`config.mk`:
```
export PLATFORM = sky130hd
export DESIGN_NAME = spad_isqrt
export DESIGN_NICKNAME = d
export VERILOG_FILES = /design/src/rtl/spad_pkg.sv /design/src/rtl/spad_isqrt.sv
export SDC_FILE = /design/constraint.sdc
export NUM_CORES = 2
export LEC_CHECK = 0
export BUFFER_PORTS_ARGS = -buffer_cell sky130_fd_sc_hd__buf_2
export CAP_MARGIN = 20
export CORE_UTILIZATION = 60
export CTS_CLUSTER_DIAMETER = 200
export DETAILED_ROUTE_END_ITERATION = 10
export PLACE_DENSITY = 0.75
export SYNTH_ARGS = -nofsm -noshare
export SYNTH_HDL_FRONTEND = slang
export SYNTH_MEMORY_MAX_BITS = 65536
export SYNTH_SLANG_ARGS = --single-unit
```
`constraint.sdc`:
```
create_clock -name clk_i -period 10.5 [get_ports clk_i]
set_input_delay 0.525 -clock clk_i [delete_from_list [all_inputs] [get_ports clk_i]]
set_output_delay 0.525 -clock clk_i [all_outputs]
set_load 0.005 [all_outputs]
```
`src/rtl/spad_pkg.sv`:
```
package spad_pkg;

  localparam int unsigned COORD_WIDTH_DEF = 32;
  localparam int unsigned FIELD_W         = 32;
  localparam int unsigned DIST_W          = 31;
  localparam int unsigned SHORT_LIMIT     = 50;
  localparam int unsigned UNIT_SCALE      = 1000;
  localparam int unsigned SCALE_SH        = 3;
  localparam int unsigned SCALE_ODD       = UNIT_SCALE >> SCALE_SH;
  localparam int unsigned SCALE_ODD_W     = 7;
  localparam int unsigned NORM_W          = 12;

  typedef struct packed {
    logic signed [FIELD_W-1:0] p_x;
    logic signed [FIELD_W-1:0] p_y;
    logic signed [FIELD_W-1:0] a_x;
    logic signed [FIELD_W-1:0] a_y;
    logic signed [FIELD_W-1:0] b_x;
    logic signed [FIELD_W-1:0] b_y;
    logic [DIST_W-1:0]         radius;
  } in_t;

  typedef struct packed {
    logic                      found;
    logic signed [FIELD_W-1:0] result_x;
    logic signed [FIELD_W-1:0] result_y;
  } out_t;

endpackage

```
`src/rtl/spad_isqrt.sv`:
```
module spad_isqrt import spad_pkg::*; #(
  parameter int unsigned IN_W = 66,
  parameter int unsigned SB_W = 1
) (
  input  logic                      clk_i,
  input  logic                      rst_ni,
  input  logic                      valid_i,
  input  logic [IN_W-1:0]           rad_i,
  input  logic [SB_W-1:0]           sb_i,
  output logic                      valid_o,
  output logic [(IN_W+1)/2-1:0]     root_o,
  output logic [SB_W-1:0]           sb_o
);

  localparam int unsigned RT_W  = (IN_W + 1) / 2;
  localparam int unsigned PAD_W = 2 * RT_W;
  localparam int unsigned REM_W = RT_W + 2;

  logic [RT_W:0]      vld_q;
  logic [PAD_W-1:0]   rad_q  [RT_W+1];
  logic [REM_W-1:0]   rem_q  [RT_W+1];
  logic [RT_W-1:0]    root_q [RT_W+1];
  logic [SB_W-1:0]    sb_q   [RT_W+1];

  always_ff @(posedge clk_i or negedge rst_ni) begin
    if (!rst_ni) begin
      vld_q[0] <= 1'b0;
    end else begin
      vld_q[0] <= valid_i;
    end
  end

  always_ff @(posedge clk_i) begin
    rad_q[0]  <= PAD_W'(rad_i);
    rem_q[0]  <= '0;
    root_q[0] <= '0;
    sb_q[0]   <= sb_i;
  end

  for (genvar k = 0; k < RT_W; k++) begin : g_step
    logic [REM_W-1:0] sh;
    logic [REM_W-1:0] trial;
    logic             ge;

    assign sh    = {rem_q[k][REM_W-3:0], rad_q[k][PAD_W-1 -: 2]};
    assign trial = {root_q[k], 2'b01};
    assign ge    = (sh >= trial);

    always_ff @(posedge clk_i or negedge rst_ni) begin
      if (!rst_ni) begin
        vld_q[k+1] <= 1'b0;
      end else begin
        vld_q[k+1] <= vld_q[k];
      end
    end

    always_ff @(posedge clk_i) begin
      rad_q[k+1]  <= rad_q[k] << 2;
      rem_q[k+1]  <= ge ? (sh - trial) : sh;
      root_q[k+1] <= {root_q[k][RT_W-2:0], ge};
      sb_q[k+1]   <= sb_q[k];
    end
  end

  assign valid_o = vld_q[RT_W];
  assign root_o  = root_q[RT_W];
  assign sb_o    = sb_q[RT_W];

endmodule

```
==> flow_metrics.env <==
export IMPL_placed_cell_area_mm2=0.101
export IMPL_coreArea_mm2=0.161
export IMPL_syn_to_final_growth_pct=13.0
export IMPL_combPwrFrac_pct=16.1
export IMPL_cts_buffer_depth=4
export IMPL_synthCells=9474
export IMPL_finalHoldViolations=0
export IMPL_grt_use_total_pct=24.9
export IMPL_synth_seq_area_share_pct=56.5
export IMPL_clock_sinks=2758
export IMPL_critPathTopFamily="compound AO/OA/AOI/OAI gates"
export IMPL_synth_area_leaders="dfxtp_1 (56%), ha_1 (7.6%), xnor2_1 (3.6%), xor2_1 (3.5%), a21oi_1 (3.0%)"
export IMPL_diodes=0
export IMPL_drc=0
export IMPL_status="finished clean"
export IMPL_yosysUniqueCellTypes=89
export IMPL_antenna_found_initial=6
export IMPL_postCtsHoldBufs=69
export IMPL_synth_ff_latch_count=2758
export IMPL_holdWs_ns=0.233
export IMPL_crit_type="reg -> reg"
export IMPL_final_common_cell="dfxtp_1"
export IMPL_place_ws_ns=6.04
export IMPL_ys_warn_count=0
export IMPL_max_stage_delay_ns=0.73
export IMPL_via_per_inst=5.44
export IMPL_slew_violations=0
export IMPL_synth_edf_count=0
export IMPL_powerDensity_mw_per_mm2=251
export IMPL_syn_nets=10100
export IMPL_slowest_stage="inv_1"
export IMPL_hpwl_um=150000
export IMPL_clock_power_share_pct=35.7
export IMPL_grt_pass1_wl_um=332000
export IMPL_clk_root_buffer_cell="clkbuf_16"
export IMPL_htreeDepth=5
export IMPL_die_w_um=406
export IMPL_grt_pass1_vias=65100
export IMPL_critical_path_max_fanout=31
export IMPL_cts_buffers=283
export IMPL_syn_area_mm2=0.0980
export IMPL_maxCapViolations=0
export IMPL_async_reset_ff_share_pct=1.23
export IMPL_gp_congestion=0.912
export IMPL_rows=147
export IMPL_cp_required_ns=11.29
export IMPL_io_pins=105
export IMPL_vias=66000
export IMPL_drive_above_1_share_pct=7.24
export IMPL_firstDrtPassIters=6
export IMPL_hold_path_class="in -> reg"
export IMPL_finalSetupTns_ns=0
export IMPL_start_util_pct=60.7
export IMPL_max_slew_margin_pct=29.3
export IMPL_cts_setup_buffers=0
export IMPL_ys_flop_type="dfxtp_1"
export IMPL_cp_cell_sequence="inv_1 > ha_1 > o21ai_0 > a221oi_1 > a211oi_1 > o31ai_1 > a31oi_1 > nor2_1 > a31o_2 > nor3_2 > buf_4 > inv_1 > nand4_1 > xnor2_1"
export IMPL_power_internal_mw=20.1
export IMPL_routed_wirelength_um=207000
export IMPL_period_share_pct=42.1
export IMPL_drt_iter0_drc=4105
export IMPL_grt_max_degree=62
export IMPL_avgSynthCellArea_um2=10.3
export IMPL_ir_worst_vdd_uv=195
export IMPL_p_sw_share_pct=27.6
export IMPL_numPortBuffers=104
export IMPL_path_clk_slew_ns=0.06
export IMPL_timing_final_ws_setup_ns=6.08
export IMPL_rsz0062_at_grt="false"
export IMPL_setup_viol=0
export IMPL_skew_ns=0.0546
export IMPL_p_seq_share_pct=48.3
export IMPL_wl_per_cell_um=17.1
export IMPL_die_area_mm2=0.165
export IMPL_cp_arrival_ns=5.21
export IMPL_fin_crit_ns=4.43
export IMPL_cts_resized=0
export IMPL_final_nets=10500
export IMPL_switchingPower_mw=7.67
export IMPL_final_area_mm2=0.111
export IMPL_crit_top_cell="inv_1"
export IMPL_end_kind="flop"
export IMPL_synth_area_leader_cell="dfxtp_1"
export IMPL_insertion_delay_ns=0.92
export IMPL_startpoint_type="flop"
export IMPL_mostFrequentLayoutCells="dfxtp_1 (2724), inv_1 (753), nand2_1 (631)"
export IMPL_tightest_slew_ns=1.06
export IMPL_gr_total_overflow=0
export IMPL_max_freq_mhz=226
export IMPL_tritoncts="done"
export IMPL_fillers=12000
export IMPL_leakage_nw=52.4
export IMPL_drtAntennaViolNets=0
export IMPL_die_y_um=406
export IMPL_yosysTopAreaCellShare_pct=55.7
export IMPL_path_buf_inv=3
-- routing by layer --
metal  global-route usage, %  wire [µm]  vias to the layer above  part of all wire [%]
met5                       0          0                        -                     0
met4                    9.78       7230                        0                   3.5
met3                    3.55       8970                      514                   4.3
met2                    44.6     104000                     1670                    50
met1                    30.0      87300                    30900                    42
li1                        -          -                    32900                     -
-- power groups by stage --
stage,registers (mW),clock network (mW),logic (mW)
final,13.4,9.90,4.46
after detailed placement,13.6,0,4.36
after global placement,13.6,0,4.25
after global routing,13.6,10.5,4.97
after CTS,13.4,10.1,4.43
after floorplan,13.1,0,3.46
-- metrics by stage --
stage / util, % / cells / total power, mW
after global routing: 68.6 / 12100 / 29.1
after floorplan: - / 9474 / 16.6
after global placement: 62.5 / 11600 / 17.8
after detailed placement: 62.5 / 11600 / 18.0
final: 68.6 / 12100 / 27.8
after CTS: 68.6 / 12100 / 27.9
-- cell usage after synthesis (all sizes together), types with 14 or more instances --
cell and n:
a211oi 34, a21boi 33, a21o 264, a21oi 582, a31o 15, a31oi 51
and2 33, and3 60, and4 17, buf 22, clkbuf 141, dfrtp 34
dfxtp 2724, ha 595, inv 757, mux2 76, mux2i 14, nand2 631
nand2b 127, nand3 148, nand3b 30, nand4 85, nand4b 19, nor2 572
nor2b 88, nor3 224, nor3b 15, nor4 115, nor4b 16, o211ai 33
o21a 100, o21ai 510, o21bai 49, o31a 15, o31ai 78, o41ai 17
or2 51, or3 94, or4 66, xnor2 407, xor2 395
-- flip-flops by register name, summed over array words and instances (netlist names) --
name,flops
sb_q,34
rad_q,1122
rem_q,1007
vld_q,33
root_q,561
valid_o,1
-- cell families after synthesis --
| family | share of synthesized area, % |
|---|---|
| flip-flops | 56.5 |
| AND/OR/NAND/NOR | 12.2 |
| AO/OA/AOI/OAI | 11.9 |
| buffers and inverters | 3.54 |
| XOR/XNOR | 7.17 |
| adder cells (fa/ha/maj) | 7.60 |
| multiplexers | 1.02 |
| other | 0.00383 |
-- final cells by class --
class,instances,area [µm²],area share [%]
clock inverters,86,1140,1.03
flip-flops and latches,2758,55400,50.0
clock buffers,389,8060,7.28
well taps,2160,2700,2.44
repair buffers,195,1400,1.26
multi-input cells,5795,39200,35.4
inverters,758,2850,2.57
-- worst paths after layout --
check / slack, ns / to / cells after the start / startpoint
min: 0.23 / rad_q[0][19] / 2 / rad_i[19]
min in group asynchronous: 0.24 / vld_q[32] / 2 / rst_ni
max reg2reg: 6.08 / rem_q[25][28] / 14 / root_q[24][1]
max: 6.08 / rem_q[25][28] / 14 / root_q[24][1]
max in group asynchronous: 9.78 / vld_q[10] / 2 / rst_ni
min reg2reg: 0.29 / rad_q[10][24] / 0 / rad_q[9][22]
(Power assumes the default switching activity.)
